[src/design/fraction_reduce_normalize_macros.svh]
// Assertion macros for fraction_reduce_normalize
`ifndef FRACTION_REDUCE_NORMALIZE_MACROS_SVH
`define FRACTION_REDUCE_NORMALIZE_MACROS_SVH

// same-cycle implication, checked outside reset
`define FRN_ASSERT_NOW(lbl, ante, cons, msg) \
    lbl: assert property (@(posedge i_clk) disable iff (!i_rst_n) (ante) |-> (cons)) \
        else $error(msg);

// next-cycle implication, checked outside reset
`define FRN_ASSERT_NEXT(lbl, ante, cons, msg) \
    lbl: assert property (@(posedge i_clk) disable iff (!i_rst_n) (ante) |=> (cons)) \
        else $error(msg);

`endif

[src/design/frn_pkg.sv]
package frn_pkg;

    localparam int DATA_W = 32;
    localparam int MAG_W  = DATA_W - 1;
    localparam int CNT_W  = $clog2(MAG_W);

    typedef logic [MAG_W-1:0] t_mag;

    typedef struct packed {
        logic signed [DATA_W-1:0] num_in;
        logic signed [DATA_W-1:0] den_in;
    } t_in;

    typedef struct packed {
        logic signed [DATA_W-1:0] num_out;
        logic [MAG_W-1:0]         den_out;
        logic                     undefined_flag;
    } t_out;

    typedef struct packed {
        logic start;
        t_mag dividend;
        t_mag divisor;
    } t_div_req;

    typedef struct packed {
        logic done;
        t_mag quot;
        t_mag rem;
    } t_div_rsp;

    typedef enum logic [2:0] {
        S_IDLE,
        S_GCD,
        S_GCD_WAIT,
        S_DIVN,
        S_DIVN_WAIT,
        S_DIVD,
        S_DIVD_WAIT,
        S_DONE
    } t_state;

    localparam logic signed [DATA_W-1:0] NUM_POS_ONE = DATA_W'(1);
    localparam logic signed [DATA_W-1:0] NUM_NEG_ONE = '1;
    localparam t_mag                     MAG_ONE     = MAG_W'(1);

    // magnitude of a two's complement field, most negative value saturated
    function automatic t_mag f_mag(input logic [DATA_W-1:0] v);
        logic [DATA_W-1:0] a;
        a = v[DATA_W-1] ? (~v + DATA_W'(1)) : v;
        return a[DATA_W-1] ? '1 : a[MAG_W-1:0];
    endfunction

    // apply sign to a magnitude
    function automatic logic [DATA_W-1:0] f_signed(input t_mag m, input logic neg);
        logic [DATA_W-1:0] e;
        e = {1'b0, m};
        return neg ? (~e + DATA_W'(1)) : e;
    endfunction

endpackage

[src/design/frn_div.sv]
module frn_div
    import frn_pkg::*;
(
    input  logic     i_clk,
    input  logic     i_rst_n,
    input  t_div_req i_req,
    output t_div_rsp o_rsp
);

    logic             r_busy;
    logic             r_done;
    logic [CNT_W-1:0] r_cnt;
    t_mag             r_rem;
    t_mag             r_quot;
    t_mag             r_dvs;

    logic [MAG_W:0]   w_trial;
    logic [MAG_W:0]   w_diff;
    logic             w_ge;

    // one quotient bit per cycle, restoring
    always_comb begin
        w_trial = {r_rem, r_quot[MAG_W-1]};
        w_diff  = w_trial - {1'b0, r_dvs};
        w_ge    = (w_trial >= {1'b0, r_dvs});
    end

    always_ff @(posedge i_clk) begin
        if (!i_rst_n) begin
            r_busy <= 1'b0;
            r_done <= 1'b0;
            r_cnt  <= '0;
        end else begin
            r_done <= r_busy && (r_cnt == '0);
            if (i_req.start) begin
                r_busy <= 1'b1;
                r_cnt  <= CNT_W'(MAG_W - 1);
            end else if (r_busy) begin
                r_cnt <= r_cnt - CNT_W'(1);
                if (r_cnt == '0) begin
                    r_busy <= 1'b0;
                end
            end
        end
    end

    always_ff @(posedge i_clk) begin
        if (i_req.start) begin
            r_rem  <= '0;
            r_quot <= i_req.dividend;
            r_dvs  <= i_req.divisor;
        end else if (r_busy) begin
            r_rem  <= w_ge ? w_diff[MAG_W-1:0] : w_trial[MAG_W-1:0];
            r_quot <= {r_quot[MAG_W-2:0], w_ge};
        end
    end

    assign o_rsp.done = r_done;
    assign o_rsp.quot = r_quot;
    assign o_rsp.rem  = r_rem;

endmodule

[src/design/fraction_reduce_normalize.sv]
// fraction_reduce_normalize
// Input channel (i_in_valid / o_in_ready / i_in_data) takes one item: a signed
// numerator and denominator. Output channel (o_out_valid / i_out_ready /
// o_out_data) returns the reduced fraction, sign on the numerator, with
// undefined_flag set for 0/0 (result 0/1).
// One item is in work at a time. A bit-serial restoring divider, one
// quotient bit per cycle, does every modulo of the Euclid loop and the two
// final divisions by the gcd; each use is 31 steps plus start and capture.
// A zero numerator or denominator skips the divider.
// The finished result sits in an output register, so a new item is taken
// as soon as the work is done, even while the receiver stalls; a second
// result then waits in the done state until the output register frees.
// Reset (synchronous, active low) returns to idle and drops o_out_valid.
module fraction_reduce_normalize
    import frn_pkg::*;
(
    input  logic i_clk,
    input  logic i_rst_n,
    input  logic i_in_valid,
    output logic o_in_ready,
    input  t_in  i_in_data,
    output logic o_out_valid,
    input  logic i_out_ready,
    output t_out o_out_data
);

`include "fraction_reduce_normalize_macros.svh"

    t_state   r_state;
    t_state   n_state;

    t_mag     r_na;
    t_mag     r_da;
    t_mag     r_a;
    t_mag     r_b;
    t_mag     r_g;
    t_mag     r_qn;
    logic     r_neg;
    logic     r_sel;
    t_out     r_res;
    logic     r_out_valid;
    t_out     r_out_data;

    t_div_req w_req;
    t_div_rsp w_rsp;
    logic     w_accept;
    logic     w_special;
    logic     w_gcd_end;
    logic     w_out_load;
    t_mag     w_na;
    t_mag     w_da;

    frn_div u_div (
        .i_clk   (i_clk),
        .i_rst_n (i_rst_n),
        .i_req   (w_req),
        .o_rsp   (w_rsp)
    );

    always_comb begin
        w_na      = f_mag(i_in_data.num_in);
        w_da      = f_mag(i_in_data.den_in);
        w_accept  = i_in_valid && o_in_ready;
        w_special = (w_na == '0) || (w_da == '0);
        w_gcd_end = (r_a == '0) || (r_b == '0);
    end

    always_comb begin
        n_state = r_state;
        unique case (r_state)
            S_IDLE: begin
                if (i_in_valid) begin
                    n_state = w_special ? S_DONE : S_GCD;
                end
            end
            S_GCD:       n_state = w_gcd_end ? S_DIVN : S_GCD_WAIT;
            S_GCD_WAIT:  n_state = w_rsp.done ? S_GCD : S_GCD_WAIT;
            S_DIVN:      n_state = S_DIVN_WAIT;
            S_DIVN_WAIT: n_state = w_rsp.done ? S_DIVD : S_DIVN_WAIT;
            S_DIVD:      n_state = S_DIVD_WAIT;
            S_DIVD_WAIT: n_state = w_rsp.done ? S_DONE : S_DIVD_WAIT;
            S_DONE:      n_state = (!r_out_valid || i_out_ready) ? S_IDLE : S_DONE;
            default:     n_state = S_IDLE;
        endcase
    end

    always_comb begin
        o_in_ready     = 1'b0;
        w_out_load     = 1'b0;
        w_req.start    = 1'b0;
        w_req.dividend = r_na;
        w_req.divisor  = r_g;
        unique case (r_state)
            S_IDLE: o_in_ready = 1'b1;
            S_GCD: begin
                w_req.start    = !w_gcd_end;
                w_req.dividend = (r_a > r_b) ? r_a : r_b;
                w_req.divisor  = (r_a > r_b) ? r_b : r_a;
            end
            S_DIVN: w_req.start = 1'b1;
            S_DIVD: begin
                w_req.start    = 1'b1;
                w_req.dividend = r_da;
            end
            S_DONE: w_out_load = !r_out_valid || i_out_ready;
            default: begin
            end
        endcase
    end

    always_ff @(posedge i_clk) begin
        if (!i_rst_n) begin
            r_state     <= S_IDLE;
            r_out_valid <= 1'b0;
        end else begin
            r_state <= n_state;
            if (w_out_load) begin
                r_out_valid <= 1'b1;
            end else if (i_out_ready) begin
                r_out_valid <= 1'b0;
            end
        end
    end

    always_ff @(posedge i_clk) begin
        if (w_accept) begin
            r_na  <= w_na;
            r_da  <= w_da;
            r_a   <= w_na;
            r_b   <= w_da;
            r_neg <= i_in_data.num_in[DATA_W-1] ^ i_in_data.den_in[DATA_W-1];
            if (w_na == '0) begin
                r_res.num_out        <= '0;
                r_res.den_out        <= MAG_ONE;
                r_res.undefined_flag <= (w_da == '0);
            end else begin
                r_res.num_out        <= i_in_data.num_in[DATA_W-1] ? NUM_NEG_ONE : NUM_POS_ONE;
                r_res.den_out        <= '0;
                r_res.undefined_flag <= 1'b0;
            end
        end
        if (r_state == S_GCD) begin
            r_sel <= (r_a > r_b);
            if (w_gcd_end) begin
                r_g <= r_a | r_b;
            end
        end
        if ((r_state == S_GCD_WAIT) && w_rsp.done) begin
            if (r_sel) begin
                r_a <= w_rsp.rem;
            end else begin
                r_b <= w_rsp.rem;
            end
        end
        if ((r_state == S_DIVN_WAIT) && w_rsp.done) begin
            r_qn <= w_rsp.quot;
        end
        if ((r_state == S_DIVD_WAIT) && w_rsp.done) begin
            r_res.num_out        <= f_signed(r_qn, r_neg);
            r_res.den_out        <= w_rsp.quot;
            r_res.undefined_flag <= 1'b0;
        end
        if (w_out_load) begin
            r_out_data <= r_res;
        end
    end

    assign o_out_valid = r_out_valid;
    assign o_out_data  = r_out_data;

    `FRN_ASSERT_NOW(a_undef_is_zero_over_one,
        o_out_valid && o_out_data.undefined_flag,
        (o_out_data.num_out == '0) && (o_out_data.den_out == MAG_ONE),
        "undefined result is not 0/1")
    `FRN_ASSERT_NOW(a_zero_den_unit_num,
        o_out_valid && (o_out_data.den_out == '0),
        (o_out_data.num_out == NUM_POS_ONE) || (o_out_data.num_out == NUM_NEG_ONE),
        "zero denominator without unit numerator")
    `FRN_ASSERT_NOW(a_div_done_in_wait,
        w_rsp.done,
        (r_state == S_GCD_WAIT) || (r_state == S_DIVN_WAIT) || (r_state == S_DIVD_WAIT),
        "divider finished outside a wait state")
    `FRN_ASSERT_NEXT(a_one_item_in_work,
        i_in_valid && o_in_ready,
        !o_in_ready,
        "second item taken while one is in work")

endmodule

[config.mk]
export PLATFORM = sky130hd
export DESIGN_NAME = fraction_reduce_normalize
export DESIGN_NICKNAME = d
export VERILOG_FILES = /design/src/design/frn_pkg.sv /design/src/design/frn_div.sv /design/src/design/fraction_reduce_normalize.sv
export VERILOG_INCLUDE_DIRS = /design/src /design/src/design
export SDC_FILE = /design/constraint.sdc
export NUM_CORES = 1
export LEC_CHECK = 0
export CELL_PAD_IN_SITES_DETAIL_PLACEMENT = 2
export CELL_PAD_IN_SITES_GLOBAL_PLACEMENT = 2
export CORE_MARGIN = 2
export CORE_UTILIZATION = 25
export DETAILED_ROUTE_END_ITERATION = 10
export DONT_BUFFER_PORTS = 1
export GPL_TIMING_DRIVEN = 0
export PLACE_DENSITY = 0.58
export SLEW_MARGIN = 10
export SYNTH_ARGS = -nofsm -noshare
export SYNTH_HDL_FRONTEND = slang
export SYNTH_SLANG_ARGS = --single-unit
[constraint.sdc]
create_clock -name i_clk -period 6.15 [get_ports i_clk]
set_input_delay 1.23 -clock i_clk [delete_from_list [all_inputs] [get_ports i_clk]]
set_output_delay 1.23 -clock i_clk [all_outputs]
set_load 0.1 [all_outputs]
==> impl_metrics.yaml, run 1 <==
synthesis:
  async_flop_share: 0
  synth_xor_area_frac: 0.0412
  synth_edf_count: 315
  synth_cell_type_count: 79
  synth_top_area_share: 0.424
  synth_top_cell_by_area: "edfxtp_1"
  synthFlopType: "edfxtp_1"
  syn_nets: 2371
  synth_top_family_by_area: "compound AO/OA/AOI/OAI gates"
  synth_fa_ha_area_frac: 0.0559
  syn-cell-area_mm2: 0.0223
  synthSimpleGateAreaFrac: 0.151
  syn_inst: 2204
  yosysSeqAreaShare: 0.518
  yosys_warnings: 0
  synth_compound_area_frac: 0.157
  ys_seq_elements: 420
  synthMuxAreaShare: 0.0275
  synth_area_leaders: "edfxtp_1 (42%), dfxtp_1 (9.4%), ha_1 (5.5%)"
  synth_area_per_cell_um2: 10.1
setup_path:
  path_buf_inv: 4
  critPathKind: "register to register"
  critical_path.max_stage_delay_ns: 0.76
  cp_data_arrival_time_ns: 6.03
  end_kind: "register"
  cp_max_fo: 10
  slowest_stage: "a211oi_1"
  cpLargestDelayFamily: "compound AO/OA/AOI/OAI gates"
  crit_chain: "inv_1 > ha_1 > fa_1 > nor2b_1 > o31ai_1 > a211oi_1 > a221oi_1 > o2111a_1 > a211oi_1 > or2_2 > clkbuf_1 > buf_2 > buf_2 > mux2i_1 > a21oi_1"
  required_ns: 6.60
  start_kind: "register"
floorplanning:
  die_area_mm2: 0.0916
  start_util: 0.252
  fp.coreArea_mm2: 0.0884
  num_rows: 109
  die_y_um: 303
  ios: 134
  die_x_um: 303
pwr:
  intPower_mw: 6.52
  seqPwrFrac: 0.402
  swShare: 0.397
  leakage_nw: 9.40
  ir_drop_mv: 0.189
  p_sw_mw: 4.29
  p_per_area_mw_per_mm2: 424
  pwr-share-clk: 0.257
  combPwrFrac: 0.341
outcome:
  status: "finished clean"
clock_network:
  cts_max_level: 2
  post-cts-setup-buffer-count: 0
  cts_made_buffers: 47
  cts.sinks: 420
  clkLatencyLatePin_ns: 0.61
  hold_buffers: 0
  root_buffer: "clkbuf_16"
  cts_tree: "yes"
  clkSlewWorstSetupHoldPaths_ns: 0.06
  cts-resized-gates: 0
  cts_buffer_depth: 3
timing:
  grt_setup_unrepaired: "false"
  fin_crit_sh: 0.906
  final.setup.worst_slack_ns: 0.576
  hold_viol: 0
  holdWs_ns: 0.419
  fin_skew_ns: 0.0185
  tightest_slew_ns: 1.28
  maxSlewHeadroom: 0.142
  period_minus_slack_ns: 5.57
  drv_slew: 0
  final-setup-viol-count: 0
  max_freq_ghz: 0.179
worst_hold_path:
  min_path_type: "register to register"
route:
  wl_um: 87300
  vias: 17706
  drt_iter0_drc: 1068
  vias_per_cell: 5.11
  drc: 0
  avgRoutedWirePerCell_um: 25.2
  drtAntennaViolNets: 0
  first_pass_iters: 5
global_route:
  grt_max_degree: 64
  grt_overflow_total: 0
  grt_pass1_vias: 19064
  antenna_found_initial: 11
  grt.total_usage: 0.189
  grt_pass1_wl_um: 129000
final_layout:
  final_common_cell: "edfxtp_1"
  final_cell_mix: "edfxtp_1 (315), nand2_1 (254), o21ai_0 (172)"
  area_growth_pct: 14.2
  drive_above_1_share: 0.0582
  final_area_mm2: 0.0255
  finalNonFillerCells: 3468
  fin_nets: 2429
place:
  dp_hpwl_um: 69400
  dpl_cell_area_mm2: 0.0240
  gp_congestion: 0.838
  numPortBuffers: 0
  placed_cells: 3378
  place_ws_ns: 0.389
job:
  max-cap-violations: 0
kinds of logic (layout without fill, tap and decap cells):
family	Yosys count	after routing
AO/OA/AOI/OAI	550	550
other	0	2
XOR/XNOR	105	105
buffers and inverters	289	386
adder cells (fa/ha/maj)	99	99
multiplexers	61	61
flip-flops	420	420
AND/OR/NAND/NOR	680	680
power by group through the flow:
stage / logic, mW / registers (mW) / clock network (mW)
4_1_cts: 3.73 / 4.36 / 2.85
6_report: 3.69 / 4.34 / 2.78
2_1_floorplan: 2.51 / 3.98 / 0
3_3_place_gp: 3.53 / 4.41 / 0
3_5_place_dp: 3.70 / 4.42 / 0
5_1_grt: 4.11 / 4.39 / 2.95
registers in the layout, summed over array words and instances (netlist names):
register      flops
r_state           3
r_b              31
r_neg             1
o_out_valid       1
r_res            64
u_div.r_quot     31
r_sel             1
r_da             31
r_g              31
r_qn             31
u_div.r_done      1
u_div.r_rem      31
u_div.r_cnt       5
r_na             31
u_div.r_dvs      31
u_div.r_busy      1
r_a              31
o_out_data       64
synth_stat cells (22+ instances only):
library cell  count
o31ai_1          24
and3_1           41
nand3_1          24
edfxtp_1        315
inv_1           158
xnor2_1          34
xor2_1           71
dfxtp_1         105
ha_1             98
a31oi_1          48
and2_1           34
nor2_1          128
nor4_1           37
a221o_1          31
a21oi_1         140
nand2b_1         23
a211oi_1         22
mux2i_1          58
nand2_1         255
o21ai_0         172
clkbuf_1        112
layout make-up:
type	instances	area, µm²
Antenna cell	2	5.00
Buffer	130	513
Clock buffer	65	1290
Clock inverter	23	203
Fill cell	9812	62900
Inverter	159	597
Multi-Input combinational cell	1495	9670
Sequential cell	420	11600
Tap cell	1165	1460
Timing Repair Buffer	9	168
through the flow:
stage                     total power, mW   util  setup TNS, ns
after detailed placement             8.11  0.271              0
after global placement               7.95  0.269        -178.68
final                                10.8  0.288              0
after CTS                            10.9  0.288              0
after floorplan                      6.49      -              0
after global routing                 11.5  0.288              0
worst reg2reg max path, cell delays in order, from the launching register on:
cell	delay (ns)
edfxtp_1	0.56
inv_1	0.18
ha_1	0.25
fa_1	0.42
nor2b_1	0.19
o31ai_1	0.13
a211oi_1	0.59
a221oi_1	0.39
o2111a_1	0.34
a211oi_1	0.76
or2_2	0.23
clkbuf_1	0.23
buf_2	0.37
buf_2	0.41
mux2i_1	0.30
a21oi_1	0.09
layer usage:
metal	global-route usage	part of all wire
met5	0	0
met4	0.0378	0.017
met3	0.0207	0.035
met2	0.325	0.49
met1	0.255	0.46
final timing paths:
kind | start | end | slack (ns) | depth (start not counted)
setup reg to reg | u_div.r_quot[30] | u_div.r_rem[23] | 0.58 | 15
hold / removal | r_res[4] | o_out_data[4] | 0.42 | 0
setup / recovery | u_div.r_quot[30] | u_div.r_rem[23] | 0.58 | 15
hold reg to reg | r_res[4] | o_out_data[4] | 0.42 | 0
Power figures use the tool's default switching activity.
==> inputs of run 2 (changes only) <==
--- a/config.mk
+++ b/config.mk
@@ -12,7 +12,6 @@
 export CORE_UTILIZATION = 25
 export DETAILED_ROUTE_END_ITERATION = 10
 export DONT_BUFFER_PORTS = 1
-export GPL_TIMING_DRIVEN = 0
 export PLACE_DENSITY = 0.58
 export SLEW_MARGIN = 10
 export SYNTH_ARGS = -nofsm -noshare
==> impl_metrics.yaml, run 2 (synthesis gave the netlist of run 1 again) <==
pwr:
  leakage_nw: 9.40
  swShare: 0.388
  intPower_mw: 6.73
  seqPwrFrac: 0.393
  p_sw_mw: 4.26
  ir_drop_mv: 0.252
  pwr-share-clk: 0.279
  p_per_area_mw_per_mm2: 435
  combPwrFrac: 0.328
timing:
  period_minus_slack_ns: 4.50
  final-setup-viol-count: 0
  fin_skew_ns: 0.0405
  fin_crit_sh: 0.732
  tns_ns: 0
  maxSlewHeadroom: 0.340
  max_freq_ghz: 0.222
  drv_slew: 0
  tightest_slew_ns: 0.980
  grt_setup_unrepaired: "false"
  hold_viol: 0
global_route:
  grt_max_degree: 92
  grt.total_usage: 0.177
  grt_overflow_total: 0
  grt_pass1_wl_um: 122000
  grt_pass1_vias: 18354
  antenna_found_initial: 5
floorplanning:
  ios: 134
  num_rows: 109
  die_y_um: 303
  fp.coreArea_mm2: 0.0884
  die_area_mm2: 0.0916
  start_util: 0.252
  die_x_um: 303
final_layout:
  final_cell_mix: "edfxtp_1 (315), nand2_1 (253), o21ai_0 (171)"
  area_growth_pct: 13.3
  finalNonFillerCells: 3363
  seqCellArea_mm2: 0.0116
  fin_nets: 2323
  final_area_mm2: 0.0253
  drive_above_1_share: 0.0756
  final_common_cell: "edfxtp_1"
  fill_cells: 9785
  multi_input_area_mm2: 0.00969
place:
  numPortBuffers: 0
  dpl_cell_area_mm2: 0.0236
  placed_cells: 3269
  dp_hpwl_um: 61300
  gp_congestion: 0.832
route:
  avgRoutedWirePerCell_um: 24.2
  drc: 0
  vias_per_cell: 5.03
  first_pass_iters: 5
  vias: 16920
  wl_um: 81500
  drt_iter0_drc: 926
  drtAntennaViolNets: 0
setup_path:
  cpLargestDelayFamily: "simple AND/OR/NAND/NOR gates"
  cp_data_arrival_time_ns: 4.85
  path_buf_inv: 2
  critical_path.max_stage_delay_ns: 0.62
  end_kind: "register"
  crit_chain: "inv_1 > ha_1 > or4_1 > nor4_1 > nand3_1 > nor3_1 > a31oi_1 > o21ai_4 > buf_4 > mux2i_1 > o21ai_0 > a221o_1"
  cp_max_fo: 33
  slowest_stage: "dfxtp_1"
  critPathKind: "register to register"
  required_ns: 6.50
  start_kind: "register"
clock_network:
  cts_max_level: 2
  cts-resized-gates: 0
  post-cts-setup-buffer-count: 0
  cts.sinks: 420
  hold_buffers: 0
  cts_tree: "yes"
  cts_made_buffers: 50
  clkSlewWorstSetupHoldPaths_ns: 0.07
  root_buffer: "clkbuf_16"
  clkLatencyLatePin_ns: 0.62
  cts_buffer_depth: 3
job:
  max-cap-violations: 0
worst_hold_path:
  min_path_type: "register to register"
outcome:
  status: "finished clean"
-- run 2: cell types whose count changed in the layout (fill, tap and decap cells not counted), sizes merged --
| cell | delta |
|---|---|
| clkbuf | -121 |
| clkinv | +6 |
| buf | +4 |
| bufinv | +4 |
| inv | +2 |
-- run 2: final timing paths --
path,depth (start not counted),slack (ns),endpoint,from
max,12,1.65,u_div.r_quot[16],r_a[3]
max reg2reg,12,1.65,u_div.r_quot[16],r_a[3]
min reg2reg,0,0.42,o_out_data[50],r_res[50]
min,0,0.42,o_out_data[50],r_res[50]
-- run 2: area by class of cell --
type / count / area share
Sequential cell: 420 / 0.458
Inverter: 159 / 0.0237
Timing Repair Buffer: 30 / 0.0102
Tap cell: 1165 / 0.0577
Clock buffer: 57 / 0.0513
Multi-Input combinational cell: 1495 / 0.383
Clock inverter: 35 / 0.0157
Antenna cell: 2 / 0.000198
-- run 2: per-layer routing --
metal,routed length [µm],up-vias,track usage,share of wire
li1,-,7898,-,-
met1,36700,8700,0.229,0.45
met2,41200,261,0.321,0.51
met3,2370,61,0.0195,0.029
met4,1150,0,0.0320,0.014
met5,0,-,0,0
-- run 2: power groups by stage --
| stage | registers, mW | clock network, mW | logic, mW |
|---|---|---|---|
| finish | 4.32 | 3.06 | 3.61 |
| global route | 4.37 | 3.24 | 4.04 |
| CTS | 4.34 | 3.15 | 3.69 |
| detailed placement | 4.39 | 0 | 3.66 |
| global placement | 4.37 | 0 | 3.52 |
| floorplan | 3.98 | 0 | 2.51 |
-- run 2: per-stage QoR --
| step | utilization | total power [mW] | hold WS [ns] | setup WS [ns] |
|---|---|---|---|---|
| finish | 0.286 | 11.0 | 0.419 | 1.65 |
| detailed placement | 0.267 | 8.05 | 0.406 | 1.20 |
| floorplan | - | 6.49 | 0.400 | 0.422 |
| CTS | 0.286 | 11.2 | 0.420 | 1.63 |
| global placement | 0.267 | 7.89 | 0.406 | 1.34 |
| global route | 0.286 | 11.7 | 0.429 | 1.38 |
